File: src/hw/rtl/nwsb_pkg.sv
// Shared types and constants for the narrow write shadow bridge.
package nwsb_pkg;

   localparam logic [1:0] SIZE_BYTE = 2'd0;
   localparam logic [1:0] SIZE_HALF = 2'd1;
   localparam logic [1:0] SIZE_WORD = 2'd2;

   localparam logic [7:0] ADDR_BLK_SIZE  = 8'h04;
   localparam logic [7:0] ADDR_BLK_COUNT = 8'h06;
   localparam logic [7:0] ADDR_XFER_MODE = 8'h0C;
   localparam logic [7:0] ADDR_COMMAND   = 8'h0E;

   typedef enum logic [2:0] {
      CLS_READ,
      CLS_WR_BYTE,
      CLS_WR_HALF,
      CLS_WR_XFER,
      CLS_WR_BLOCK,
      CLS_WR_CMD,
      CLS_WR_WORD
   } op_class_type;

   typedef struct packed {
      op_class_type cls;
      logic [1:0]   size;
      logic [7:0]   waddr;
      logic [4:0]   shift;
      logic [31:0]  wdata;
   } op_type;

endpackage

File: src/hw/rtl/nwsb_front.sv
// Front end: accepts bus accesses and classifies them into queue entries.
module nwsb_front import nwsb_pkg::*; (
   input  logic        q_full,
   input  logic        clearing,
   input  logic        start,
   output logic        busy,
   input  logic        req_cmd,
   input  logic [1:0]  req_access_size,
   input  logic [7:0]  req_byte_addr,
   input  logic [31:0] req_write_data,
   output logic        push,
   output op_type      push_op
);

   logic [1:0]   size_norm;
   op_class_type cls;

   assign busy = q_full | clearing;
   assign push = start & ~busy;

   // Size code three behaves as a word access.
   assign size_norm = (req_access_size == 2'd3) ? SIZE_WORD : req_access_size;

   always_comb begin
      cls = CLS_READ;
      if (req_cmd) begin
         unique case (size_norm)
            SIZE_BYTE: cls = CLS_WR_BYTE;
            SIZE_HALF: begin
               if (req_byte_addr == ADDR_COMMAND) begin
                  cls = CLS_WR_CMD;
               end else if (req_byte_addr == ADDR_XFER_MODE) begin
                  cls = CLS_WR_XFER;
               end else if (req_byte_addr == ADDR_BLK_SIZE ||
                            req_byte_addr == ADDR_BLK_COUNT) begin
                  cls = CLS_WR_BLOCK;
               end else begin
                  cls = CLS_WR_HALF;
               end
            end
            default: cls = CLS_WR_WORD;
         endcase
      end
   end

   assign push_op.cls   = cls;
   assign push_op.size  = size_norm;
   assign push_op.waddr = {req_byte_addr[7:2], 2'b00};
   assign push_op.shift = {req_byte_addr[1:0], 3'b000};
   assign push_op.wdata = req_write_data;

endmodule

File: src/hw/rtl/nwsb_queue.sv
// Two-entry queue of classified accesses between the front end and the executor.
module nwsb_queue import nwsb_pkg::*; (
   input  logic   clock,
   input  logic   reset,
   input  logic   push,
   input  op_type push_op,
   input  logic   pop,
   output op_type head_op,
   output logic   full,
   output logic   empty
);

   localparam int DEPTH = 2;
   localparam int PW    = $clog2(DEPTH);

   op_type          q_ff [DEPTH];
   logic [PW-1:0]   wr_ptr_ff;
   logic [PW-1:0]   rd_ptr_ff;
   logic [PW:0]     count_ff;
   logic [PW:0]     count_in;

   assign full    = (count_ff == (PW+1)'(DEPTH));
   assign empty   = (count_ff == '0);
   assign head_op = q_ff[rd_ptr_ff];

   always_comb begin
      count_in = count_ff;
      if (push && !pop) begin
         count_in = count_ff + 1'b1;
      end else if (pop && !push) begin
         count_in = count_ff - 1'b1;
      end
   end

   always_ff @(posedge clock) begin
      if (reset) begin
         wr_ptr_ff <= '0;
         rd_ptr_ff <= '0;
         count_ff  <= '0;
      end else begin
         count_ff <= count_in;
         if (push) begin
            wr_ptr_ff <= wr_ptr_ff + 1'b1;
         end
         if (pop) begin
            rd_ptr_ff <= rd_ptr_ff + 1'b1;
         end
      end
   end

   always_ff @(posedge clock) begin
      if (push) begin
         q_ff[wr_ptr_ff] <= push_op;
      end
   end

   a_no_overflow: assert property (@(posedge clock) disable iff (reset)
      full |-> !push || pop)
      else $error("queue written while full");

   a_no_underflow: assert property (@(posedge clock) disable iff (reset)
      empty |-> !pop)
      else $error("queue read while empty");

endmodule

File: src/hw/rtl/nwsb_back.sv
// Executor: holds the register window and the shadows, and issues the word results.
module nwsb_back import nwsb_pkg::*; #(
   parameter int WINDOW_WORDS = 64
) (
   input  logic        clock,
   input  logic        reset,
   input  logic        q_empty,
   input  op_type      head_op,
   output logic        pop,
   output logic        clearing,
   output logic        rsp_valid,
   output logic        rsp_kind,
   output logic [7:0]  rsp_word_addr,
   output logic [31:0] rsp_data,
   output logic        rsp_last
);

   localparam int IW = $clog2(WINDOW_WORDS);
   localparam int AW = (IW > 6) ? IW : 6;
   localparam logic KIND_WRITE = 1'b0;
   localparam logic KIND_READ  = 1'b1;

   typedef enum logic [1:0] {
      ST_CLEAR,
      ST_IDLE,
      ST_EXEC,
      ST_CMD
   } state_type;

   function automatic logic [IW-1:0] word_index(input logic [7:0] waddr);
      logic [AW-1:0] wide;
      wide = AW'(waddr[7:2]);
      return wide[IW-1:0];
   endfunction

   function automatic logic [31:0] merge(input logic [31:0] old, input logic [31:0] val,
                                         input logic [31:0] mask, input logic [4:0] shift);
      logic [31:0] m;
      m = mask << shift;
      return (old & ~m) | ((val & mask) << shift);
   endfunction

   logic [31:0] mem [WINDOW_WORDS];
   logic [31:0] mem_rd_ff;
   logic        mem_we;
   logic [IW-1:0] mem_widx;
   logic [31:0] mem_wdata;

   state_type   state_ff;
   op_type      op_ff;
   logic [IW-1:0] clr_cnt_ff;
   logic [31:0] blk_shadow_ff;
   logic [31:0] cmd_shadow_ff;
   logic        pending_ff;
   logic        rsp_valid_ff;
   logic        rsp_kind_ff;
   logic [7:0]  rsp_word_addr_ff;
   logic [31:0] rsp_data_ff;
   logic        rsp_last_ff;

   logic        in_win;
   logic [IW-1:0] op_idx;
   logic [31:0] win_word;
   logic [31:0] half_old;
   logic [31:0] nv_half;
   logic [31:0] nv_byte;
   logic [31:0] half_src;
   logic [31:0] rd_value;
   logic        flush_now;
   logic [31:0] exec_data;

   assign pop      = (state_ff == ST_IDLE) && !q_empty;
   assign clearing = (state_ff == ST_CLEAR);

   // Words past the end of the window read as zero and drop writes.
   assign in_win   = 32'(op_ff.waddr[7:2]) < 32'(WINDOW_WORDS);
   assign op_idx   = word_index(op_ff.waddr);
   assign win_word = in_win ? mem_rd_ff : 32'd0;

   always_comb begin
      if (op_ff.cls == CLS_WR_CMD) begin
         half_old = cmd_shadow_ff;
      end else if (op_ff.cls == CLS_WR_BLOCK) begin
         half_old = blk_shadow_ff;
      end else begin
         half_old = win_word;
      end
   end

   assign nv_half  = merge(half_old, op_ff.wdata, 32'h0000_FFFF, op_ff.shift);
   assign nv_byte  = merge(win_word, op_ff.wdata, 32'h0000_00FF, op_ff.shift);
   assign half_src = (pending_ff && op_ff.waddr == ADDR_XFER_MODE) ? cmd_shadow_ff : win_word;

   always_comb begin
      case (op_ff.size)
         SIZE_BYTE: rd_value = (win_word >> op_ff.shift) & 32'h0000_00FF;
         SIZE_HALF: rd_value = (half_src >> op_ff.shift) & 32'h0000_FFFF;
         default:   rd_value = win_word;
      endcase
   end

   assign flush_now = (op_ff.cls == CLS_WR_CMD) && (blk_shadow_ff != 32'd0);

   always_comb begin
      case (op_ff.cls)
         CLS_READ:    exec_data = rd_value;
         CLS_WR_BYTE: exec_data = nv_byte;
         CLS_WR_WORD: exec_data = op_ff.wdata;
         default:     exec_data = flush_now ? blk_shadow_ff : nv_half;
      endcase
   end

   always_comb begin
      mem_we    = 1'b0;
      mem_widx  = op_idx;
      mem_wdata = nv_half;
      unique case (state_ff)
         ST_CLEAR: begin
            mem_we    = 1'b1;
            mem_widx  = clr_cnt_ff;
            mem_wdata = 32'd0;
         end
         ST_EXEC: begin
            unique case (op_ff.cls)
               CLS_WR_BYTE: begin
                  mem_we    = in_win;
                  mem_wdata = nv_byte;
               end
               CLS_WR_HALF: mem_we = in_win;
               CLS_WR_WORD: begin
                  mem_we    = in_win;
                  mem_wdata = op_ff.wdata;
               end
               CLS_WR_CMD: begin
                  mem_we = 1'b1;
                  if (blk_shadow_ff != 32'd0) begin
                     mem_widx  = word_index(ADDR_BLK_SIZE);
                     mem_wdata = blk_shadow_ff;
                  end
               end
               default: mem_we = 1'b0;
            endcase
         end
         ST_CMD:  mem_we = 1'b1;
         default: mem_we = 1'b0;
      endcase
   end

   // The read port follows the queue head, so the word is ready when its access executes.
   always_ff @(posedge clock) begin
      if (mem_we) begin
         mem[mem_widx] <= mem_wdata;
      end
      mem_rd_ff <= mem[word_index(head_op.waddr)];
   end

   always_ff @(posedge clock) begin
      if (reset) begin
         state_ff      <= ST_CLEAR;
         clr_cnt_ff    <= '0;
         blk_shadow_ff <= '0;
         cmd_shadow_ff <= '0;
         pending_ff    <= 1'b0;
         rsp_valid_ff  <= 1'b0;
      end else begin
         unique case (state_ff)
            ST_CLEAR: begin
               rsp_valid_ff <= 1'b0;
               clr_cnt_ff   <= clr_cnt_ff + 1'b1;
               if (clr_cnt_ff == IW'(WINDOW_WORDS - 1)) begin
                  state_ff <= ST_IDLE;
               end
            end
            ST_IDLE: begin
               rsp_valid_ff <= 1'b0;
               if (!q_empty) begin
                  op_ff    <= head_op;
                  state_ff <= ST_EXEC;
               end
            end
            ST_EXEC: begin
               state_ff         <= flush_now ? ST_CMD : ST_IDLE;
               rsp_valid_ff     <= !(op_ff.cls inside {CLS_WR_XFER, CLS_WR_BLOCK});
               rsp_kind_ff      <= (op_ff.cls == CLS_READ) ? KIND_READ : KIND_WRITE;
               rsp_word_addr_ff <= flush_now ? ADDR_BLK_SIZE : op_ff.waddr;
               rsp_data_ff      <= exec_data;
               rsp_last_ff      <= !flush_now;
               unique case (op_ff.cls)
                  CLS_WR_HALF: pending_ff <= 1'b0;
                  CLS_WR_XFER: begin
                     cmd_shadow_ff <= nv_half;
                     pending_ff    <= 1'b1;
                  end
                  CLS_WR_BLOCK: blk_shadow_ff <= nv_half;
                  CLS_WR_CMD: begin
                     if (flush_now) begin
                        // Flush the block shadow first; the command word follows.
                        blk_shadow_ff <= '0;
                     end else begin
                        pending_ff <= 1'b0;
                     end
                  end
                  default: ;
               endcase
            end
            ST_CMD: begin
               rsp_valid_ff     <= 1'b1;
               rsp_kind_ff      <= KIND_WRITE;
               rsp_word_addr_ff <= op_ff.waddr;
               rsp_data_ff      <= nv_half;
               rsp_last_ff      <= 1'b1;
               pending_ff       <= 1'b0;
               state_ff         <= ST_IDLE;
            end
            default: begin
               rsp_valid_ff <= 1'b0;
               state_ff     <= ST_IDLE;
            end
         endcase
      end
   end

   assign rsp_valid     = rsp_valid_ff;
   assign rsp_kind      = rsp_kind_ff;
   assign rsp_word_addr = rsp_word_addr_ff;
   assign rsp_data      = rsp_data_ff;
   assign rsp_last      = rsp_last_ff;

   a_flush_then_cmd: assert property (@(posedge clock) disable iff (reset)
      rsp_valid_ff && !rsp_last_ff |=> rsp_valid_ff && rsp_last_ff &&
                                       rsp_word_addr_ff == ADDR_XFER_MODE)
      else $error("block flush not followed by the command word");

   a_no_rsp_clearing: assert property (@(posedge clock) disable iff (reset)
      state_ff == ST_CLEAR |-> !rsp_valid_ff)
      else $error("result issued during window clearing");

   a_read_is_last: assert property (@(posedge clock) disable iff (reset)
      rsp_valid_ff && rsp_kind_ff == KIND_READ |-> rsp_last_ff)
      else $error("read result not marked last");

endmodule

File: src/hw/rtl/narrow_write_shadow_bridge.sv
// Top level of the narrow write shadow bridge: front end, queue and executor.
//
// After reset the bridge clears its register window, one word a cycle, with
// busy high. An access is taken when start is high and busy is low, classified
// and queued (two entries), so accesses are taken while the executor is busy
// until the queue is full. The executor reads the window word through a
// register, then merges and writes it; a command halfword that flushes the
// block shadow adds a state for the command word. Result words are registered;
// a flushed command gives two words on consecutive cycles, the last one with
// rsp_last high. Shadowed halfword writes give no word. Each result word is
// present for exactly one cycle: the receiver cannot stall.
module narrow_write_shadow_bridge import nwsb_pkg::*; #(
   parameter int WINDOW_WORDS = 64
) (
   input  logic        clock,
   input  logic        reset,
   input  logic        start,
   output logic        busy,
   input  logic        req_cmd,
   input  logic [1:0]  req_access_size,
   input  logic [7:0]  req_byte_addr,
   input  logic [31:0] req_write_data,
   output logic        rsp_valid,
   output logic        rsp_kind,
   output logic [7:0]  rsp_word_addr,
   output logic [31:0] rsp_data,
   output logic        rsp_last
);

   logic   q_full;
   logic   q_empty;
   logic   clearing;
   logic   push;
   logic   pop;
   op_type push_op;
   op_type head_op;

   nwsb_front u_front (
      .q_full          (q_full),
      .clearing        (clearing),
      .start           (start),
      .busy            (busy),
      .req_cmd         (req_cmd),
      .req_access_size (req_access_size),
      .req_byte_addr   (req_byte_addr),
      .req_write_data  (req_write_data),
      .push            (push),
      .push_op         (push_op)
   );

   nwsb_queue u_queue (
      .clock   (clock),
      .reset   (reset),
      .push    (push),
      .push_op (push_op),
      .pop     (pop),
      .head_op (head_op),
      .full    (q_full),
      .empty   (q_empty)
   );

   nwsb_back #(
      .WINDOW_WORDS (WINDOW_WORDS)
   ) u_back (
      .clock         (clock),
      .reset         (reset),
      .q_empty       (q_empty),
      .head_op       (head_op),
      .pop           (pop),
      .clearing      (clearing),
      .rsp_valid     (rsp_valid),
      .rsp_kind      (rsp_kind),
      .rsp_word_addr (rsp_word_addr),
      .rsp_data      (rsp_data),
      .rsp_last      (rsp_last)
   );

endmodule
File: config.mk
export PLATFORM = sky130hd
export DESIGN_NAME = narrow_write_shadow_bridge
export DESIGN_NICKNAME = d
export VERILOG_FILES = /design/src/hw/rtl/nwsb_pkg.sv /design/src/hw/rtl/nwsb_front.sv /design/src/hw/rtl/nwsb_queue.sv /design/src/hw/rtl/nwsb_back.sv /design/src/hw/rtl/narrow_write_shadow_bridge.sv
export SDC_FILE = /design/constraint.sdc
export NUM_CORES = 2
export LEC_CHECK = 0
export BUFFER_PORTS_ARGS = -buffer_cell sky130_fd_sc_hd__buf_2
export CORE_MARGIN = 1
export CORE_UTILIZATION = 45
export CTS_CLUSTER_SIZE = 10
export DETAILED_ROUTE_END_ITERATION = 6
export PLACE_DENSITY_LB_ADDON = 0.3
export SLEW_MARGIN = 20
export SYNTH_ARGS = -nofsm -noshare
export SYNTH_HDL_FRONTEND = slang
export SYNTH_SLANG_ARGS = --single-unit
File: constraint.sdc
create_clock -name clock -period 6.92 [get_ports clock]
set_clock_uncertainty 0.15 [all_clocks]
set_input_delay 0.692 -clock clock [delete_from_list [all_inputs] [get_ports clock]]
set_output_delay 0.692 -clock clock [all_outputs]
set_load 0.01 [all_outputs]
### Word level (Yosys, flattened, before mapping)

Memory sizes are Yosys's and may differ from the RTL's. A register that Yosys moved wholly into a read port is not among the register bits.
Cells that the tools add are included.
W data, S select, Z words.

* RAM bits: 2138
* input port bits: 46
* memories: 2
* bits in read-only memories: 0
* logic and storage cells: 140
* latch bits: 0
* flip-flop bits (word level): 170
* output and inout port bits: 44

* bitwise operators: 11
* reductions and logical operators: 30
* magnitude comparators: 0
* $mul: 0
* div/mod/pow operators: 0
* $add $sub $neg: 5
* mux-type cells: 44
* shift operators: 6
* equal/unequal tests: 24

Memory list
* u_back.mem: depth 64, bits a word 32, rd ports 1, clocked after Yosys merged registers in 1, wr ports 1, line nwsb_back.sv:43 `logic [31:0] mem [WINDOW_WORDS];`
* u_queue.q_ff: depth 2, bits a word 45, rd ports 1, clocked after Yosys merged registers in 1, wr ports 1, line nwsb_queue.sv:16 `op_type q_ff [DEPTH];`

Operators with widths (count)
* $pmux W32 S2: 4
* $mux W32: 6
* $pmux W32 S3: 2
* $and A32 B32 Y32: 2
* $not A32 Y32: 2
* $or A32 B32 Y32: 2
* $reduce_bool A32 Y1: 1
* $shl A16 B5 Y32: 1
* $shl A16 B5 Y32 const A: 1
* $shl A8 B5 Y32: 1
* $shl A8 B5 Y32 const A: 1
* $shr A32 B5 Y16: 1
* $shr A32 B5 Y8: 1
* $eq A8 B4 Y1 const B: 3
* $eq A8 B3 Y1 const B: 2
* $pmux W8 S2: 1
* $mux W2: 6
* $mux W3: 4
* $mux W6: 2
* $pmux W6 S2: 1
* $eq A3 B3 Y1 const B: 3
* $mux W1: 9
* $reduce_and A3 Y1: 3
* $eq A2 B2 Y1 const B: 4
* 29 further kinds: 57

### Depth between registers and ports, before layout

* depth in word-level cells: 8
* depth in mapped cells: 11
* gate-level depth less buffers: 9

### Hierarchy

Synthesis repeated with hierarchy kept, for this count alone.

* cell total of the unflattened synthesis: 4901
* area total of the unflattened synthesis: 97407.2 µm²

Modules (own cells, without submodules)
* nwsb_back: area each 93159.3 µm², cells each 4660, times used 1, sequential area each 66383.7 µm²
* nwsb_queue: area each 3803.6 µm², cells each 178, times used 1, sequential area each 3103.0 µm²
* nwsb_front: area each 444.2 µm², cells each 63, times used 1, sequential area each 0.0 µm²

### Worst setup path after synthesis

No wires, ideal clock.

* path kind: flip-flop to flip-flop
* start: register u_back.blk_shadow_ff[26]
* end: memory u_back.mem[38][0], enable pin
* setup slack: 1257 ps
* period minus slack after synthesis: 5663 ps
* path buffers: 1
* setup time: 501 ps
* data arrival time: 5012 ps
* data required time: 6269 ps
* cell stages (with the launch flop): 8
* cells stage by stage: dfxtp_1 nor4_1 nand4_1 o21ai_1 nand3_1 a311o_1 clkbuf_1 nor4_1

* word-level cells in the longest chain between the ends: 4

RTL lines
* start, declared: line nwsb_back.sv:52 `logic [31:0] blk_shadow_ff;`
* start signal, assigned: line nwsb_back.sv:194 `CLS_WR_BLOCK: blk_shadow_ff <= nv_half;`
* $reduce_bool A32 Y1: line nwsb_back.sv:136 `if (blk_shadow_ff != 32'd0) begin`
* $mux W6: line nwsb_back.sv:136
* $mux W6: line nwsb_back.sv:124 `unique case (op_ff.cls)`
* $pmux W6 S2: line nwsb_back.sv:117 `unique case (state_ff)`
* end, declared: line nwsb_back.sv:43

Every way passes these cells.

### Worst setup path after layout

* start: register u_back.state_ff[0]
* end: memory u_back.mem[49][1], enable pin

* word-level cells in the longest chain between the ends: 5
* elaborated cells on any way between the ends: 8
* those cells by class: eq/ne (2); mux (4); reduce/logical (2)

RTL lines
* start, declared: line nwsb_back.sv:49 `state_type state_ff;`
* start signal, assigned: line nwsb_back.sv:182 `state_ff <= flush_now ? ST_CMD : ST_IDLE;`
* $eq A2 B2 Y1 or $logic_not A2 Y1 (tied branches): line nwsb_back.sv:117
* $reduce_or A2 Y1 (no source line)
* $pmux W1 S2: line nwsb_back.sv:117
* $mux W1: line nwsb_back.sv:151 `if (mem_we) begin`
* $mux W1 (implied by the code): line nwsb_back.sv:152 `mem[mem_widx] <= mem_wdata;`

Several ways; a longest one is shown, not always the timed one.

==> results_dict.tcl <==
set metrics [dict create \
    fin_crit_ns 5.02 \
    grt_use_total_pct 27.0 \
    status "complete, but fails checks" \
    fin_hold_ws_ns 0.0980 \
    crit_arrival_ns 5.45 \
    cts_tree "done" \
    violations "design-rule violations" \
    ir_worst_vdd_mv 0.259 \
    synthDominantCellAreaShare_pct 71.5 \
    drt-pass1-iter-count 7 \
    slew_headroom_pct 17.6 \
    cp-start-kind "register" \
    path_clk_slew_ns 0.06 \
    portBuffers 87 \
    finalWeightedCongestion 0.955 \
    ant_nets 0 \
    cts_root_buf "clkbuf_16" \
    grt_antenna_before_repair 29 \
    yosysUniqueCellTypes 66 \
    grt_pass1_wl_mm 414 \
    routed_via_density 6.12 \
    syn_area_per_cell_sq_um 12.6 \
    final_core_util_pct 52.0 \
    max_cap_violations 0 \
    grt_overflow_total 0 \
    criticalPathCategory "reg -> reg" \
    yosys_most_used_dff "edfxtp_1" \
    setup_ws_ns 1.90 \
    via_count 63200 \
    synth_top_area_cell "edfxtp_1" \
    p_leak_nw 35.9 \
    critPathCaptureType "register" \
    grt_pass1_vias 60000 \
    synth.area.top_cells "edfxtp_1 (71%), nand2_1 (8.8%), a21oi_1 (5.8%)" \
    die_area_sq_um 209000 \
    fill_cells 16900 \
    worst_pin_slew_ns 1.24 \
    path_max_fanout 20 \
    synth_edf_count 2223 \
    wirelength_mm 288 \
    clockBufferDepth 4 \
    drtIter0Drc 8800 \
    setup-violations-final 0 \
    pre_cts_ws_ns 2.10 \
    wl_per_cell_microns 27.9 \
    area_delta_synth_final_pct 14.4 \
    rows 166 \
    tns_ns 0 \
    required_ns 7.35 \
    fp.dieW_microns 458 \
    cts_buffers 287 \
    drc 1 \
    clk_latency_ns 0.95 \
    rsz0062_at_grt "no" \
    hold_violations 0 \
    syn_inst 7392 \
    async_reset_ff_share_pct 0 \
    timing.fmax_mhz 199 \
    seq_area_frac_synth_pct 73.9 \
    num_io_pins 90 \
    period_share_pct 72.5 \
    ys_ff_latch 2334 \
    core_sq_um 205000 \
    hp-class "in -> reg" \
    slew_violations 0 \
    drive_above_1_share_pct 11.2 \
    start_util_pct 45.5 \
    p_per_area_nw_per_um2 294 \
    h-tree-depth 5 \
    synth_warnings 0 \
    hpwl_mm 164 \
    die_y_microns 458 \
    fin_nets 7605 \
    clock_sinks 2334 \
    grt_max_degree 175 \
    netlist_area_sq_um 93400 \
]
==> worst paths after layout <==
| path | start | to | slack (ns) | depth (start not counted) |
|---|---|---|---|---|
| max | u_back.state_ff[0]$_SDFFE_PP0P_ | u_back.mem[49][1]$_DFFE_PP_ | 1.90 | 10 |
| min | start | u_queue.wr_ptr_ff$_SDFFE_PP0P_ | 0.1 | 4 |
| max reg2reg | u_back.state_ff[0]$_SDFFE_PP0P_ | u_back.mem[49][1]$_DFFE_PP_ | 1.90 | 10 |
| min reg2reg | u_back.cmd_shadow_ff[25]$_SDFFE_PP0P_ | u_back.cmd_shadow_ff[25]$_SDFFE_PP0P_ | 0.34 | 2 |
==> logic make-up after synthesis <==
| family | synth area share, % |
|---|---|
| simple gates | 12.8 |
| other cells | 0.00402 |
| xor+xnor | 0.0750 |
| flops | 73.9 |
| buf+inv | 2.17 |
| compound gates | 9.15 |
| fa+ha+maj | 0.201 |
| mux | 1.73 |
==> state kept, by name, summed over array words and instances, names as in the netlist, named ones only <==
name and cells:
u_back.clr_cnt_ff 6, u_back.rsp_valid 1, u_back.mem 2048, u_queue.rd_ptr_ff 1, u_back.state_ff 2, u_queue.count_ff 2, u_back.rsp_last 1, u_back.rsp_data 32
u_back.op_ff 45, u_queue.wr_ptr_ff 1, u_queue.q_ff 90, u_back.rsp_kind 1, u_back.mem_rd_ff 32, u_back.pending_ff 1, u_back.blk_shadow_ff 32, u_back.rsp_word_addr 6
u_back.cmd_shadow_ff 32
==> routing by layer <==
metal / vias to the layer above / GRT usage [%] / share of wire (%)
met1: 31100 / 36.6 / 38
met2: 3881 / 40.6 / 45
li1: 27400 / - / -
met4: 22 / 14.0 / 5.5
met5: - / 0 / 0.052
met3: 805 / 6.47 / 12
==> critical path: stages, from the launching register on <==
cell and delay [ns]:
dfxtp_1 0.35, inv_1 0.09, ha_1 0.84, inv_1 0.41, nor2_1 0.23, o21ai_1 0.26, a32oi_2 0.72, o21ai_1 0.39
buf_4 0.32, nor2_4 0.49, buf_4 0.42
==> report_power, final <==
group / switching (W) / internal (W) / total, W
Sequential: 0.000195 / 0.0159 / 0.0161
Clock: 0.00534 / 0.00765 / 0.0130
Combinational: 0.00173 / 0.000582 / 0.00232
Total: 0.00727 / 0.0241 / 0.0314
==> placed cells by master, fill, tap and decap left out, types with 22 or more instances in the layout <==
cell type      synthesis  layout
edfxtp_1            2223    2223
nand2_1             2185    2182
a21oi_1             1080    1078
clkbuf_16              0     293
nor4_1               265     253
buf_4                  3     179
o22ai_1              161     137
nor2_1               156     126
dfxtp_1              111     110
buf_2                 62      87
nand3_1               71      67
mux2_2                65      65
clkbuf_1             371      65
o21ai_0               72      55
dlygate4sd3_1          0      43
a211oi_1              42      42
a221oi_1              40      40
mux2i_1               32      32
nor2b_1               33      32
or4_1                 32      32
nor3_2                 0      29
nor2_4                 0      28
buf_12                 0      28
inv_1                 27      27
mux4_2                24      24
a31oi_1               22      22
==> timing repair <==
item | 4_1_cts | 5_1_grt
endpoints found under the hold margin | 88 | 0
setup buffers | 0 | 0
gates resized for setup | 0 | 0
hold buffers | 43 | 0
endpoints found under the setup margin | 0 | 0
==> cell type report <==
type,count,area [sq um],area share [%]
Clock buffer,359,7590,7.11
Antenna cell,10,25.0,0.0234
Multi-Input combinational cell,4542,23500,22.0
Clock inverter,14,134,0.125
Tap cell,2688,3360,3.15
Sequential cell,2334,69000,64.6
Timing Repair Buffer,350,3130,2.93
Inverter,29,116,0.109
==> Yosys cell counts (6+ instances only) <==
cell type,count
o31a_1,6
o21ai_0,72
o211ai_1,12
nand2_1,2185
inv_1,27
nand2b_1,8
nand4_1,15
dfxtp_1,111
buf_1,52
nor2_1,156
nor3_1,49
and3_1,17
nand3_1,71
a21oi_1,1080
mux2_2,65
a22o_1,6
o21a_1,7
buf_2,62
a22oi_1,7
xor2_1,7
a221oi_1,40
ha_1,15
or3_1,13
nor4_1,265
clkbuf_1,371
o31ai_1,10
o32ai_1,9
or4_1,32
or2_2,8
o22ai_1,161
mux2i_1,32
a21o_1,8
a311oi_1,8
a211oi_1,42
a31oi_1,22
edfxtp_1,2223
mux4_2,24
nor2b_1,33
==> stage by stage <==
stage | total power, W | std cells | area, sq um
floorplan | 0.0175 | 7393 | 93400
global placement | 0.0185 | 9880 | 98000
detailed placement | 0.0186 | 9898 | 98500
CTS | 0.0315 | 10300 | 107000
global route | 0.0322 | 10300 | 107000
finish | 0.0314 | 10300 | 107000
Power figures use the tool's default switching activity.
